`src/kcse_pkg.sv`:
```
// Package for the chunk size estimator: item and result structs, codes,
// state encodings and the interface of the shared arithmetic unit.
// No dependencies; imported by kcse_iter_unit and the top level.
package kcse_pkg;

    // Fixed-point constants (Q16.16 cost, Q32.16 variance).
    localparam logic [31:0] C_EPS_Q         = 32'd66;
    localparam logic [63:0] C_MAX_CHUNK     = 64'd16777216;
    localparam logic [63:0] C_OUT_CHUNK_MAX = 64'h1FF_FFFF;
    localparam logic [47:0] C_VAR_MAX       = 48'hFFFF_FFFF_FFFF;
    localparam logic [16:0] C_ONE_Q16       = 17'd65536;
    localparam logic [13:0] C_DIV10_RECIP   = 14'd6554;
    localparam logic [31:0] C_PCT_SAT_TIME  = 32'd995;
    localparam logic [6:0]  C_PCT_MAX       = 7'd100;
    localparam logic [6:0]  C_PCT_MIN       = 7'd1;

    // Register reset values.
    localparam logic [19:0] C_RST_TARGET_TIME    = 20'd200;
    localparam logic [31:0] C_RST_DRIFT_NOISE    = 32'd3277;
    localparam logic [31:0] C_RST_TIMER_SIGMA    = 32'd131072;
    localparam logic [31:0] C_RST_ITEM_SIGMA     = 32'd0;
    localparam logic [31:0] C_RST_PESSIMISM_GAIN = 32'd98304;
    localparam logic [31:0] C_RST_OUTLIER_GATE   = 32'd196608;
    localparam logic [31:0] C_RST_YIELD_NOISE    = 32'd32768;
    localparam logic [24:0] C_RST_LEAST_CHUNK    = 25'd1;

    typedef enum logic [1:0] {
        FN_RESTART,
        FN_QUERY,
        FN_DONE,
        FN_YIELD
    } t_func;

    typedef enum logic [2:0] {
        REG_TARGET_TIME,
        REG_DRIFT_NOISE,
        REG_TIMER_SIGMA,
        REG_ITEM_SIGMA,
        REG_PESSIMISM_GAIN,
        REG_OUTLIER_GATE,
        REG_YIELD_NOISE,
        REG_LEAST_CHUNK
    } t_reg_idx;

    typedef struct packed {
        t_func       func;
        logic [31:0] cost_guess;
        logic [31:0] items_left;
        logic [24:0] chunk_items;
        logic [31:0] elapsed_time;
    } t_in_item;

    typedef struct packed {
        logic [24:0] chunk_size;
        logic [6:0]  slice_percent;
        logic        rejected;
        logic [31:0] cost_estimate;
    } t_out_item;

    typedef enum logic [1:0] {
        OP_MUL,
        OP_DIV,
        OP_SQRT
    } t_unit_op;

    typedef struct packed {
        logic        start;
        t_unit_op    op;
        logic [63:0] a;
        logic [63:0] b;
    } t_unit_req;

    typedef struct packed {
        logic        done;
        logic [63:0] hi;
        logic [63:0] lo;
    } t_unit_rsp;

    typedef enum logic [4:0] {
        ST_IDLE,
        ST_DISPATCH,
        ST_RS_MUL,
        ST_Q_SQRT,
        ST_Q_MUL,
        ST_Q_DIV,
        ST_D_Z,
        ST_D_TT,
        ST_D_NN,
        ST_D_R1,
        ST_D_II,
        ST_D_R2,
        ST_D_L,
        ST_D_G,
        ST_D_RH,
        ST_D_K,
        ST_D_DL,
        ST_D_V,
        ST_OUT
    } t_state;

endpackage

```
`src/kcse_iter_unit.sv`:
```
// Shared iterative arithmetic unit: 64x64 multiply, 64/64 divide and
// 64-bit integer square root, one bit or digit per cycle. Uses kcse_pkg.
module kcse_iter_unit
    import kcse_pkg::*;
(
    input  logic      i_clk,
    input  logic      i_rst_n,
    input  t_unit_req i_req,
    output t_unit_rsp o_rsp
);

    logic        r_busy, n_busy;
    logic        r_done, n_done;
    t_unit_op    r_op, n_op;
    logic [5:0]  r_cnt, n_cnt;
    logic [63:0] r_a, n_a;
    logic [63:0] r_hi, n_hi;
    logic [63:0] r_lo, n_lo;

    logic [64:0] s_x, s_y;
    logic        s_sub;
    logic [65:0] s_res;
    logic        s_ge;

    // One shared adder/subtractor; operands depend on the operation.
    always_comb begin
        case (r_op)
            OP_MUL: begin
                s_x   = {1'b0, r_hi};
                s_y   = r_lo[0] ? {1'b0, r_a} : '0;
                s_sub = 1'b0;
            end
            OP_DIV: begin
                s_x   = {r_hi, r_lo[63]};
                s_y   = {1'b0, r_a};
                s_sub = 1'b1;
            end
            OP_SQRT: begin
                s_x   = {r_hi[62:0], r_lo[63:62]};
                s_y   = {r_a[62:0], 2'b01};
                s_sub = 1'b1;
            end
            default: begin
                s_x   = '0;
                s_y   = '0;
                s_sub = 1'b0;
            end
        endcase
        s_res = {1'b0, s_x} + ({1'b0, s_y} ^ {66{s_sub}}) + {65'd0, s_sub};
        s_ge  = ~s_res[65];
    end

    // Load on start, then one step per cycle until the count runs out.
    // The partial remainder stays below the divisor (or 2*root + 1), so it
    // always fits in 64 bits.
    always_comb begin
        n_busy = r_busy;
        n_done = 1'b0;
        n_op   = r_op;
        n_cnt  = r_cnt;
        n_a    = r_a;
        n_hi   = r_hi;
        n_lo   = r_lo;
        if (!r_busy) begin
            if (i_req.start) begin
                n_busy = 1'b1;
                n_op   = i_req.op;
                n_cnt  = (i_req.op == OP_SQRT) ? 6'd31 : 6'd63;
                n_hi   = '0;
                case (i_req.op)
                    OP_MUL: begin
                        n_a  = i_req.a;
                        n_lo = i_req.b;
                    end
                    OP_DIV: begin
                        n_a  = i_req.b;
                        n_lo = i_req.a;
                    end
                    default: begin
                        n_a  = '0;
                        n_lo = i_req.a;
                    end
                endcase
            end
        end else begin
            case (r_op)
                OP_MUL: begin
                    n_hi = s_res[64:1];
                    n_lo = {s_res[0], r_lo[63:1]};
                end
                OP_DIV: begin
                    n_hi = s_ge ? s_res[63:0] : s_x[63:0];
                    n_lo = {r_lo[62:0], s_ge};
                end
                default: begin
                    n_hi = s_ge ? s_res[63:0] : s_x[63:0];
                    n_lo = {r_lo[61:0], 2'b00};
                    n_a  = {r_a[62:0], s_ge};
                end
            endcase
            n_cnt = r_cnt - 6'd1;
            if (r_cnt == '0) begin
                n_busy = 1'b0;
                n_done = 1'b1;
            end
        end
    end

    always_ff @(posedge i_clk) begin
        if (!i_rst_n) begin
            r_busy <= 1'b0;
            r_done <= 1'b0;
            r_op   <= OP_MUL;
        end else begin
            r_busy <= n_busy;
            r_done <= n_done;
            r_op   <= n_op;
        end
        r_cnt <= n_cnt;
        r_a   <= n_a;
        r_hi  <= n_hi;
        r_lo  <= n_lo;
    end

    // Result is valid in the cycle that done is high.
    assign o_rsp.done = r_done;
    assign o_rsp.hi   = r_hi;
    assign o_rsp.lo   = (r_op == OP_SQRT) ? r_a : r_lo;

    a_start_when_idle: assert property (@(posedge i_clk) disable iff (!i_rst_n)
        i_req.start |-> !r_busy)
        else $error("unit started while busy");

    a_busy_holds: assert property (@(posedge i_clk) disable iff (!i_rst_n)
        (r_busy && r_cnt != '0) |=> r_busy)
        else $error("unit stopped before its last step");

    a_last_step_done: assert property (@(posedge i_clk) disable iff (!i_rst_n)
        (r_busy && r_cnt == '0) |=> (r_done && !r_busy))
        else $error("unit did not finish after its last step");

endmodule

```
`src/kalman_chunk_size_estimator_top.sv`:
```
// Top level of the Kalman chunk size estimator: handshakes, configuration
// registers, filter state and the sequencer. Uses kcse_pkg, kcse_iter_unit.
//
// One item is worked at a time through a single shared unit that multiplies
// or divides in 64 steps plus issue and handoff, and takes square roots. A
// finished chunk runs the outlier test when the measurement lies above the
// estimate, and a zero chunk_items goes straight to the output. The input
// is not ready until the result has been placed in the output register,
// which holds it while the next item enters.
module kalman_chunk_size_estimator_top
    import kcse_pkg::*;
(
    input  logic        i_clk,
    input  logic        i_rst_n,
    input  logic        i_in_valid,
    output logic        o_in_ready,
    input  t_in_item    i_in_item,
    output logic        o_out_valid,
    input  logic        i_out_ready,
    output t_out_item   o_out_item,
    input  logic        i_cfg_we,
    input  logic [2:0]  i_cfg_idx,
    input  logic [31:0] i_cfg_data
);

    // Configuration registers.
    logic [19:0] r_target_time;
    logic [31:0] r_drift_noise, r_timer_sigma, r_item_sigma;
    logic [31:0] r_pessimism_gain, r_outlier_gate, r_yield_noise;
    logic [24:0] r_least_chunk;

    always_ff @(posedge i_clk) begin
        if (!i_rst_n) begin
            r_target_time    <= C_RST_TARGET_TIME;
            r_drift_noise    <= C_RST_DRIFT_NOISE;
            r_timer_sigma    <= C_RST_TIMER_SIGMA;
            r_item_sigma     <= C_RST_ITEM_SIGMA;
            r_pessimism_gain <= C_RST_PESSIMISM_GAIN;
            r_outlier_gate   <= C_RST_OUTLIER_GATE;
            r_yield_noise    <= C_RST_YIELD_NOISE;
            r_least_chunk    <= C_RST_LEAST_CHUNK;
        end else if (i_cfg_we) begin
            case (t_reg_idx'(i_cfg_idx))
                REG_TARGET_TIME:    r_target_time    <= i_cfg_data[19:0];
                REG_DRIFT_NOISE:    r_drift_noise    <= i_cfg_data;
                REG_TIMER_SIGMA:    r_timer_sigma    <= i_cfg_data;
                REG_ITEM_SIGMA:     r_item_sigma     <= i_cfg_data;
                REG_PESSIMISM_GAIN: r_pessimism_gain <= i_cfg_data;
                REG_OUTLIER_GATE:   r_outlier_gate   <= i_cfg_data;
                REG_YIELD_NOISE:    r_yield_noise    <= i_cfg_data;
                REG_LEAST_CHUNK:    r_least_chunk    <= i_cfg_data[24:0];
                default:            r_least_chunk    <= r_least_chunk;
            endcase
        end
    end

    // Sequencer state, filter state and working registers.
    t_state      r_state, n_state;
    logic        r_issued, n_issued;
    t_in_item    r_in, n_in;
    logic [31:0] r_cost, n_cost;
    logic [47:0] r_var, n_var;
    logic [47:0] r_p, n_p;
    logic [48:0] r_r, n_r;
    logic [49:0] r_s, n_s;
    logic [49:0] r_nn, n_nn;
    logic [63:0] r_tmp, n_tmp;
    logic [48:0] r_mag, n_mag;
    logic        r_pos, n_pos;
    logic        r_neg, n_neg;
    logic [16:0] r_k, n_k;
    logic [95:0] r_lhs, n_lhs;
    logic [24:0] r_chunk, n_chunk;
    logic        r_rej, n_rej;
    logic        r_out_valid, n_out_valid;
    t_out_item   r_out, n_out;

    t_unit_req   s_req;
    t_unit_rsp   s_rsp;

    kcse_iter_unit u_unit (
        .i_clk   (i_clk),
        .i_rst_n (i_rst_n),
        .i_req   (s_req),
        .o_rsp   (s_rsp)
    );

    // Helper terms.
    logic [31:0]  s_g;
    logic [64:0]  s_rs_sum;
    logic [48:0]  s_var_drift, s_var_yield;
    logic [48:0]  s_pess;
    logic [63:0]  s_n1, s_n2, s_n3;
    logic [48:0]  s_z, s_cost_w, s_delta, s_x;
    logic [48:0]  s_r_sum;
    logic [127:0] s_lhs_w;
    logic [9:0]   s_pct_in;
    logic [23:0]  s_pct_prod;
    logic [6:0]   s_pct;
    logic         s_slot_free;

    always_comb begin
        s_g         = (r_in.cost_guess < C_EPS_Q) ? C_EPS_Q : r_in.cost_guess;
        s_rs_sum    = {1'b0, s_rsp.lo} + 65'h2_0000;
        s_var_drift = {1'b0, r_var} + {17'd0, r_drift_noise};
        s_var_yield = {1'b0, r_var} + {17'd0, r_yield_noise};
        s_pess      = {17'd0, r_cost} + {1'b0, s_rsp.lo[63:16]};
        if (s_pess < {17'd0, C_EPS_Q}) begin
            s_pess = {17'd0, C_EPS_Q};
        end
        // Chunk clamps in order: least, max, items left, output width.
        if (s_rsp.lo < {39'd0, r_least_chunk}) begin
            s_n1 = {39'd0, r_least_chunk};
        end else if (s_rsp.lo > C_MAX_CHUNK) begin
            s_n1 = C_MAX_CHUNK;
        end else begin
            s_n1 = s_rsp.lo;
        end
        s_n2 = (s_n1 > {32'd0, r_in.items_left}) ? {32'd0, r_in.items_left} : s_n1;
        s_n3 = (s_n2 > C_OUT_CHUNK_MAX) ? C_OUT_CHUNK_MAX : s_n2;
        s_z      = s_rsp.lo[48:0];
        s_cost_w = {17'd0, r_cost};
        s_delta  = {1'b0, s_rsp.lo[63:16]};
        // Corrected cost, floored at epsilon and saturated at 32 bits.
        if (r_pos) begin
            s_x = s_cost_w + s_delta;
        end else if (r_neg) begin
            s_x = (s_delta >= s_cost_w) ? '0 : s_cost_w - s_delta;
        end else begin
            s_x = s_cost_w;
        end
        if (s_x < {17'd0, C_EPS_Q}) begin
            s_x = {17'd0, C_EPS_Q};
        end else if (s_x[48:32] != '0) begin
            s_x = {17'd0, 32'hFFFF_FFFF};
        end
        s_r_sum = r_r + {1'b0, s_rsp.lo[63:16]};
        s_lhs_w = {16'd0, r_lhs, 16'd0};
        // Rounded percent by reciprocal multiply; saturates above 994 us.
        s_pct_in   = r_in.elapsed_time[9:0] + 10'd5;
        s_pct_prod = {14'd0, s_pct_in} * {10'd0, C_DIV10_RECIP};
        if (r_in.elapsed_time >= C_PCT_SAT_TIME) begin
            s_pct = C_PCT_MAX;
        end else if (s_pct_prod[22:16] == '0) begin
            s_pct = C_PCT_MIN;
        end else begin
            s_pct = s_pct_prod[22:16];
        end
        s_slot_free = !r_out_valid || i_out_ready;
    end

    // Next state, unit requests and working register updates.
    always_comb begin
        n_state     = r_state;
        n_issued    = r_issued;
        n_in        = r_in;
        n_cost      = r_cost;
        n_var       = r_var;
        n_p         = r_p;
        n_r         = r_r;
        n_s         = r_s;
        n_nn        = r_nn;
        n_tmp       = r_tmp;
        n_mag       = r_mag;
        n_pos       = r_pos;
        n_neg       = r_neg;
        n_k         = r_k;
        n_lhs       = r_lhs;
        n_chunk     = r_chunk;
        n_rej       = r_rej;
        n_out       = r_out;
        n_out_valid = r_out_valid && !i_out_ready;
        s_req.start = 1'b0;
        s_req.op    = OP_MUL;
        s_req.a     = '0;
        s_req.b     = '0;
        o_in_ready  = (r_state == ST_IDLE);

        case (r_state)
            ST_IDLE: begin
                if (i_in_valid) begin
                    n_in    = i_in_item;
                    n_state = ST_DISPATCH;
                end
            end
            ST_DISPATCH: begin
                n_chunk = '0;
                n_rej   = 1'b0;
                case (r_in.func)
                    FN_RESTART: n_state = ST_RS_MUL;
                    FN_QUERY:   n_state = (r_in.items_left == '0) ? ST_OUT : ST_Q_SQRT;
                    FN_DONE: begin
                        n_p     = s_var_drift[48] ? C_VAR_MAX : s_var_drift[47:0];
                        n_state = (r_in.chunk_items == '0) ? ST_OUT : ST_D_Z;
                    end
                    default: begin
                        n_var   = s_var_yield[48] ? C_VAR_MAX : s_var_yield[47:0];
                        n_state = ST_OUT;
                    end
                endcase
            end
            // Restart: variance is (guess/2)^2 rounded.
            ST_RS_MUL: begin
                s_req.start = !r_issued;
                s_req.a     = {32'd0, s_g};
                s_req.b     = {32'd0, s_g};
                if (s_rsp.done) begin
                    n_cost  = s_g;
                    n_var   = {1'b0, s_rs_sum[64:18]};
                    n_state = ST_OUT;
                end
            end
            // Query: sd, pessimistic cost, then target over it.
            ST_Q_SQRT: begin
                s_req.start = !r_issued;
                s_req.op    = OP_SQRT;
                s_req.a     = {r_var, 16'd0};
                if (s_rsp.done) begin
                    n_tmp   = {32'd0, s_rsp.lo[31:0]};
                    n_state = ST_Q_MUL;
                end
            end
            ST_Q_MUL: begin
                s_req.start = !r_issued;
                s_req.a     = {32'd0, r_pessimism_gain};
                s_req.b     = r_tmp;
                if (s_rsp.done) begin
                    n_tmp   = {15'd0, s_pess};
                    n_state = ST_Q_DIV;
                end
            end
            ST_Q_DIV: begin
                s_req.start = !r_issued;
                s_req.op    = OP_DIV;
                s_req.a     = {28'd0, r_target_time, 16'd0};
                s_req.b     = r_tmp;
                if (s_rsp.done) begin
                    n_chunk = s_n3[24:0];
                    n_state = ST_OUT;
                end
            end
            // Finished chunk: measured cost and innovation.
            ST_D_Z: begin
                s_req.start = !r_issued;
                s_req.op    = OP_DIV;
                s_req.a     = {16'd0, r_in.elapsed_time, 16'd0}
                            + {40'd0, r_in.chunk_items[24:1]};
                s_req.b     = {39'd0, r_in.chunk_items};
                if (s_rsp.done) begin
                    n_pos   = s_z > s_cost_w;
                    n_neg   = s_z < s_cost_w;
                    n_mag   = (s_z > s_cost_w) ? s_z - s_cost_w : s_cost_w - s_z;
                    n_state = ST_D_TT;
                end
            end
            // Measurement noise R = ts^2/n^2 + is^2/n.
            ST_D_TT: begin
                s_req.start = !r_issued;
                s_req.a     = {32'd0, r_timer_sigma};
                s_req.b     = {32'd0, r_timer_sigma};
                if (s_rsp.done) begin
                    n_tmp   = s_rsp.lo;
                    n_state = ST_D_NN;
                end
            end
            ST_D_NN: begin
                s_req.start = !r_issued;
                s_req.a     = {39'd0, r_in.chunk_items};
                s_req.b     = {39'd0, r_in.chunk_items};
                if (s_rsp.done) begin
                    n_nn    = s_rsp.lo[49:0];
                    n_state = ST_D_R1;
                end
            end
            ST_D_R1: begin
                s_req.start = !r_issued;
                s_req.op    = OP_DIV;
                s_req.a     = r_tmp;
                s_req.b     = {14'd0, r_nn};
                if (s_rsp.done) begin
                    n_r     = {1'b0, s_rsp.lo[63:16]};
                    n_state = ST_D_II;
                end
            end
            ST_D_II: begin
                s_req.start = !r_issued;
                s_req.a     = {32'd0, r_item_sigma};
                s_req.b     = {32'd0, r_item_sigma};
                if (s_rsp.done) begin
                    n_tmp   = s_rsp.lo;
                    n_state = ST_D_R2;
                end
            end
            ST_D_R2: begin
                s_req.start = !r_issued;
                s_req.op    = OP_DIV;
                s_req.a     = r_tmp;
                s_req.b     = {39'd0, r_in.chunk_items};
                if (s_rsp.done) begin
                    n_r     = s_r_sum;
                    n_s     = {2'd0, r_p} + {1'b0, s_r_sum};
                    n_state = r_pos ? ST_D_L : ST_D_K;
                end
            end
            // Outlier test: mag^2 * 2^16 against gate^2 * (P + R).
            ST_D_L: begin
                s_req.start = !r_issued;
                s_req.a     = {15'd0, r_mag};
                s_req.b     = {15'd0, r_mag};
                if (s_rsp.done) begin
                    n_lhs   = {s_rsp.hi[31:0], s_rsp.lo};
                    n_state = ST_D_G;
                end
            end
            ST_D_G: begin
                s_req.start = !r_issued;
                s_req.a     = {32'd0, r_outlier_gate};
                s_req.b     = {32'd0, r_outlier_gate};
                if (s_rsp.done) begin
                    n_tmp   = s_rsp.lo;
                    n_state = ST_D_RH;
                end
            end
            ST_D_RH: begin
                s_req.start = !r_issued;
                s_req.a     = r_tmp;
                s_req.b     = {14'd0, r_s};
                if (s_rsp.done) begin
                    if (s_lhs_w > {s_rsp.hi, s_rsp.lo}) begin
                        n_var   = r_p;
                        n_rej   = 1'b1;
                        n_state = ST_OUT;
                    end else begin
                        n_state = ST_D_K;
                    end
                end
            end
            // Gain K = P / (P + R) in Q1.16.
            ST_D_K: begin
                if (r_s == '0) begin
                    n_k     = '0;
                    n_state = ST_D_DL;
                end else begin
                    s_req.start = !r_issued;
                    s_req.op    = OP_DIV;
                    s_req.a     = {r_p, 16'd0};
                    s_req.b     = {14'd0, r_s};
                    if (s_rsp.done) begin
                        n_k     = s_rsp.lo[16:0];
                        n_state = ST_D_DL;
                    end
                end
            end
            ST_D_DL: begin
                s_req.start = !r_issued;
                s_req.a     = {47'd0, r_k};
                s_req.b     = {15'd0, r_mag};
                if (s_rsp.done) begin
                    n_cost  = s_x[31:0];
                    n_state = ST_D_V;
                end
            end
            ST_D_V: begin
                s_req.start = !r_issued;
                s_req.a     = {47'd0, C_ONE_Q16 - r_k};
                s_req.b     = {16'd0, r_p};
                if (s_rsp.done) begin
                    n_var   = s_rsp.lo[63:16];
                    n_state = ST_OUT;
                end
            end
            // Place the result once the output register is free.
            ST_OUT: begin
                if (s_slot_free) begin
                    n_out.chunk_size    = r_chunk;
                    n_out.slice_percent = (r_in.func == FN_DONE) ? s_pct : '0;
                    n_out.rejected      = r_rej;
                    n_out.cost_estimate = r_cost;
                    n_out_valid         = 1'b1;
                    n_state             = ST_IDLE;
                end
            end
            default: n_state = ST_IDLE;
        endcase

        if (s_req.start) begin
            n_issued = 1'b1;
        end
        if (s_rsp.done) begin
            n_issued = 1'b0;
        end
    end

    always_ff @(posedge i_clk) begin
        if (!i_rst_n) begin
            r_state     <= ST_IDLE;
            r_issued    <= 1'b0;
            r_out_valid <= 1'b0;
            r_cost      <= C_EPS_Q;
            r_var       <= '0;
        end else begin
            r_state     <= n_state;
            r_issued    <= n_issued;
            r_out_valid <= n_out_valid;
            r_cost      <= n_cost;
            r_var       <= n_var;
        end
        r_in    <= n_in;
        r_p     <= n_p;
        r_r     <= n_r;
        r_s     <= n_s;
        r_nn    <= n_nn;
        r_tmp   <= n_tmp;
        r_mag   <= n_mag;
        r_pos   <= n_pos;
        r_neg   <= n_neg;
        r_k     <= n_k;
        r_lhs   <= n_lhs;
        r_chunk <= n_chunk;
        r_rej   <= n_rej;
        r_out   <= n_out;
    end

    assign o_out_valid = r_out_valid;
    assign o_out_item  = r_out;

    a_busy_after_accept: assert property (@(posedge i_clk) disable iff (!i_rst_n)
        (i_in_valid && o_in_ready) |=> !o_in_ready)
        else $error("input ready right after a beat was taken");

    a_reject_has_percent: assert property (@(posedge i_clk) disable iff (!i_rst_n)
        (o_out_valid && o_out_item.rejected) |-> (o_out_item.slice_percent != '0))
        else $error("rejected result without a slice percent");

    a_chunk_excludes_percent: assert property (@(posedge i_clk) disable iff (!i_rst_n)
        (o_out_valid && o_out_item.chunk_size != '0) |-> (o_out_item.slice_percent == '0))
        else $error("chunk size and slice percent both set");

endmodule
```
`config.mk`:
```
export PLATFORM = sky130hd
export DESIGN_NAME = kalman_chunk_size_estimator_top
export DESIGN_NICKNAME = d
export VERILOG_FILES = /design/src/kcse_pkg.sv /design/src/kcse_iter_unit.sv /design/src/kalman_chunk_size_estimator_top.sv
export SDC_FILE = /design/constraint.sdc
export NUM_CORES = 2
export LEC_CHECK = 0
export BUFFER_PORTS_ARGS = -buffer_cell sky130_fd_sc_hd__buf_2
export CAP_MARGIN = 15
export CELL_PAD_IN_SITES_DETAIL_PLACEMENT = 0
export CELL_PAD_IN_SITES_GLOBAL_PLACEMENT = 2
export CORE_MARGIN = 2
export CORE_UTILIZATION = 31
export DETAILED_ROUTE_END_ITERATION = 10
export PLACE_DENSITY = 0.69
export SYNTH_ARGS = -nofsm -noshare
export SYNTH_HDL_FRONTEND = slang
export SYNTH_SLANG_ARGS = --single-unit
export TNS_END_PERCENT = 5
```
`constraint.sdc`:
```
create_clock -name i_clk -period 19.5 [get_ports i_clk]
set_input_delay 4.875 -clock i_clk [delete_from_list [all_inputs] [get_ports i_clk]]
set_output_delay 4.875 -clock i_clk [all_outputs]
set_load 0.01 [all_outputs]
```
# Word level (Yosys, flattened, before mapping)
# Cells that the tools add are included.
# totals
elab_cells,285
in_bits,163
reg_bits,1165
n_memories,0
out_inout_bits,67
ram_bits,0
latchBits,0
rom_bits,0
# classes
shifts,0
multipliers,1
n_addsub,15
bitwise,5
n_lt_le_gt_ge,12
reduce_logical,64
n_eq_ne,54
muxes,91
n_div,0
# ops
op,n
64-bit two-way mux,18
64-bit case mux with 14 select lines,1
64-bit case mux with 11 select lines,1
65-bit case mux with 3 select lines,2
49-bit two-way mux,7
48-bit two-way mux,6
64-bit case mux with 2 select lines,2
48-bit case mux with 4 select lines,1
64-bit case mux with 3 select lines,1
32-bit two-way mux,5
131-bit two-way mux,1
112-bit by 128-bit > comparator with 1-bit output,1
"64-bit by 25-bit > comparator with 1-bit output, second input constant",2
5-bit two-way mux,20
48-bit by 32-bit adder with 49-bit output,2
"49-bit by 7-bit less-than comparator with 1-bit output, second input constant",2
49-bit case mux with 2 select lines,1
5-bit case mux with 17 select lines,1
65-bit by 66-bit adder with 66-bit output,1
66-bit by 1-bit adder with 66-bit output,1
65-bit by 66-bit XOR with 66-bit output,1
"64-bit by 18-bit adder with 65-bit output, second input constant",1
64-bit by 32-bit > comparator with 1-bit output,1
64-bit by 25-bit less-than comparator with 1-bit output,1
65 further kinds,162

# Depth between registers and ports, before layout
# depth
ltp_word,11
ltp_mapped,38
mapped_depth_nobuf,31

# By module
# A second synthesis with hierarchy kept.
# hier_totals
hier_cells,9193
area_unflattened_um2,82586.7
# modules_own_cells
mod,instances,area_per_inst_um2,seq_area_each_um2,cells_each
kalman_chunk_size_estimator_top,1,64490.6,25674.6,7163
kcse_iter_unit,1,18096.1,6025.8,2030

# Least setup slack after synthesis
# Ideal clock, no wire load.
# synth_timing
kind,reg-to-reg
from,register r_state[3]
to,register u_unit.r_busy
n_path_buf,2
period_less_slack_ns,11.803
setup_slack_ns,7.697
t_arrival_ns,11.705
setup_time_ns,0.099
required_ns,19.401
stages_incl_launch_ff,8
cell_sequence,dfxtp_1 clkbuf_1 buf_1 o21ai_0 o21ai_0 o21bai_1 o21ai_0 o311a_1
# synth_via
elab_chain_len,5
word_cells_on_any_way,20
cone_classes,eq/ne: 16; mux: 3; reduce/logical: 1
# synth_rtl
item,line,source
from (decl),kalman_chunk_size_estimator_top.sv:58,"t_state r_state, n_state;"
from (signal assigned),kalman_chunk_size_estimator_top.sv:402,r_state <= n_state;
5-bit == test (tied with other cells),kalman_chunk_size_estimator_top.sv:179,case (r_state)
15-bit OR reduction (no source line),--,
1-bit case mux with 2 select lines (*),kalman_chunk_size_estimator_top.sv:179,
1-bit two-way mux (*),kcse_iter_unit.sv:65,if (i_req.start) begin
1-bit two-way mux (*),kcse_iter_unit.sv:64,if (!r_busy) begin
to (signal assigned),kcse_iter_unit.sv:115,r_busy <= n_busy;
to (decl),kcse_iter_unit.sv:12,"logic r_busy, n_busy;"
# Mark *: on every way between the ends. The rest lies on a longest branch, timed or not.
# A chain may end at the register's enable or synchronous reset.

==> results.toml <==
[hold_path]
hold_path_end = "o_out_item[51]$_DFFE_PP_"
worstHoldStart = "r_chunk[11]$_SDFFCE_PP0P_"
whs_path_depth = 0
min_path_type = "reg2reg"

[die]
start_util_pct = 31.2
dieArea_um2 = 269000
die-width_um = 519
row_count = 188
die_y_um = 519
core_um2 = 263000
io_pins = 230

[setup_path]
endpoint_kind = "flop"
arrival_ns = 10.42
worstSetupStartpointType = "flop"
cp.required_ns = 20.12
r2r_cells = 26
r2r_end = "r_chunk[2]$_SDFFCE_PP0P_"
critPathMaxFanout = 43
r2r_slack_ns = 9.70
worst-setup-path-type = "reg2reg"
r2r-start = "u_unit.r_op[0]$_SDFFE_PN0P_"

[synth]
synth_area_leaders = "edfxtp_1, ha_1, dfxtp_1, nand2_1, a21oi_1"
syn_area_per_cell_um2 = 8.92
synth_cell_type_count = 110
yosysTopAreaCellShare_pct = 30.6
ys_ff_latch = 1165
synth_edf_count = 837
async_flop_share_pct = 0
seq_area_frac_synth_pct = 38.6
synth_area_um2 = 82100
synth_flop_cell = "edfxtp_1"
ys_warn_count = 0
syn_inst = 9211
post-synth-top-area-cell = "edfxtp_1"

[clocking]
ctsResizeCount = 0
htreeDepth = 4
cts_buffers = 151
cts_setup_buffers = 0
cts_tree = "yes"
clkSlewWorstSetupHoldPaths_ns = 0.06
clock_path_buffers = 3
cts.sinks = 1165
hold_buffers = 0
worstSkewPairLatency_ns = 0.88
cts.root.buffer_cell = "clkbuf_16"

[place]
port_buffers = 229
place_area_um2 = 87700
dpl.hpwl_mm = 345
gp_congestion = 1.00

[drt]
vias = 79400
drt-total-wl_mm = 449
ant_nets = 0
firstDrtPassIters = 11
drc = 9
drt_iter0_markers = 10500
post_drt_via_cell_ratio = 6.14
wl_per_cell_um = 34.8

[global_routing]
grt_pass1_wl_mm = 615
grt_max_degree = 167
grt_pass1_vias = 76300
grt-ovfl-total = 0
grt_use_total_pct = 32.2
antenna_found_initial = 37

[timing]
hold_viol_final = 0
slew_headroom_pct = 5.95
worst_slew_pin_slew_ns = 1.41
skew_ns = 0.0829
report.final.slew_viol_count = 0
setup-violations-final = 0
min_period_ns = 9.80
fin_crit_sh_pct = 50.3
max_freq_mhz = 102
finalSetupTns_ns = 0
rsz0062_at_grt = "no"

[outcome]
violations = "DRC"
status = "complete, but fails checks"

[job]
maxCapViolCount = 0

[power]
leakage_nw = 35.6
ir_drop_v = 0.000187
power.density_nw_per_um2 = 186

[layout]
synthToLayoutAreaGrowth_pct = 13.3
drive_gt1_share_pct = 9.49
nNetsFinal = 10100
post-route-cell-area_um2 = 93000
fill_cells = 27300
## layer usage
metal | part of all wire [%] | GRT usage, %
met1 | 39 | 39.8
met2 | 45 | 51.0
met3 | 8.1 | 6.43
met4 | 7.4 | 20.7
met5 | 0.035 | 0
## state kept, by name, indices dropped and copies added, names as in the netlist, 48 cells and up
register     cells
r_p             48
r_tmp           64
r_in           123
u_unit.r_lo     64
r_mag           49
r_lhs           96
r_s             50
r_nn            50
u_unit.r_a      64
o_out_item      65
u_unit.r_hi     64
r_r             49
r_var           48
## placed cells by master (no fill, tap or decap), drive strengths merged, types with 168 or more instances in the layout
cell / count
dfxtp: 328
ha: 585
o21ai: 501
xnor2: 325
a21o: 217
clkbuf: 199
buf: 460
edfxtp: 837
xor2: 168
nand2: 1156
a21oi: 856
nor2: 741
a222oi: 184
nand3: 183
inv: 412
## kinds of logic (layout without fill, tap and decap cells)
family	Yosys count	count (layout)	share of synthesized area (%)
compound gates	2942	2942	24.2
simple gates	2897	2897	16.0
flops	1165	1165	38.6
buf+inv	975	1154	4.62
fa+ha+maj	621	621	9.79
xor+xnor	493	493	5.27
mux	117	117	1.51
other cells	1	25	0.00457
## power by group
group / internal, mW / switching, mW / leakage (nW) / total [mW]
combinational: 3.41 / 6.70 / 22.7 / 10.1
clock: 1.71 / 1.29 / 2.54 / 3.00
sequential: 3.41 / 0.805 / 10.4 / 4.22
total: 8.53 / 8.79 / 35.6 / 17.3
## cells in the mapped netlist, drive strengths merged (29+ instances only)
cell,instances
o21bai,67
a22oi,135
and3,62
mux2i,86
a221oi,120
nand3,183
o21a,71
a22o,109
a311oi,29
clkbuf,469
ha,585
a31oi,69
o22ai,39
o31ai,58
a222oi,184
inv,403
buf,93
o211ai,77
a21o,217
xnor2,325
xor2,168
nand4,137
nor2b,88
nor3,159
a211oi,141
nand2,1156
nor4,90
and2,40
nand2b,80
nor2,741
mux2,31
edfxtp,837
o21ai,501
dfxtp,328
a21oi,856
fa,36
or3,58
## worst max-delay path: stages (launching register included)
cell and delay (ns):
dfxtp_1 0.38, inv_1 0.25, ha_4 0.36, buf_4 0.47, buf_4 0.52, o21a_1 0.80
clkinv_1 1.19, nor4_1 0.56, buf_4 0.22, nand3_1 0.22, a311oi_4 0.35, buf_4 0.43
mux2_2 0.41, ha_1 0.31, a21oi_1 0.08, nor2b_1 0.14, o21ai_0 0.09, nand2b_1 0.08
a21oi_1 0.07, nor2b_1 0.10, o21ai_0 0.08, nand2b_1 0.08, a21oi_1 0.07, a21boi_0 0.27
o21a_1 0.87, nand3_1 0.61, o221a_2 0.42
## final cells by class
cell class	count	area, µm²	area share (%)
Inverter	413	1560	1.68
Clock inverter	82	1110	1.19
Sequential cell	1165	31700	34.1
Tap cell	3515	4400	4.73
Clock buffer	198	4130	4.44
Timing Repair Buffer	461	2930	3.14
Antenna cell	18	45.0	0.0484
Multi-Input combinational cell	7077	47100	50.7
## through the flow
stage / total power [mW] / setup WS [ns] / instances / hold slack, ns / util, %
final: 17.3 / 9.70 / 12900 / 0.421 / 35.4
after global routing: 18.3 / 9.29 / 12900 / 0.443 / 35.4
after CTS: 17.2 / 9.75 / 12900 / 0.424 / 35.4
after detailed placement: 14.1 / 9.78 / 12600 / 0.405 / 33.4
after global placement: 14.1 / 9.69 / 12600 / 0.418 / 33.4
after floorplan: 10.3 / 7.70 / 9217 / 0.400 / -
## worst max path at each step
stage                                startpoint                       end  slack (ns)  depth (start not counted)
floorplan               r_state[3]$_SDFFE_PN0P_  u_unit.r_busy$_SDFF_PN0_        7.70                          7
global placement    u_unit.r_op[0]$_SDFFE_PN0P_  r_chunk[2]$_SDFFCE_PP0P_        9.69                         26
detailed placement  u_unit.r_op[0]$_SDFFE_PN0P_  r_chunk[1]$_SDFFCE_PP0P_        9.78                         26
CTS                 u_unit.r_op[0]$_SDFFE_PN0P_  r_chunk[2]$_SDFFCE_PP0P_        9.75                         33
global route        u_unit.r_op[0]$_SDFFE_PN0P_  r_chunk[2]$_SDFFCE_PP0P_        9.29                         33
finish              u_unit.r_op[0]$_SDFFE_PN0P_  r_chunk[2]$_SDFFCE_PP0P_        9.70                         26
No activity file was read; power rests on OpenSTA's default activity.
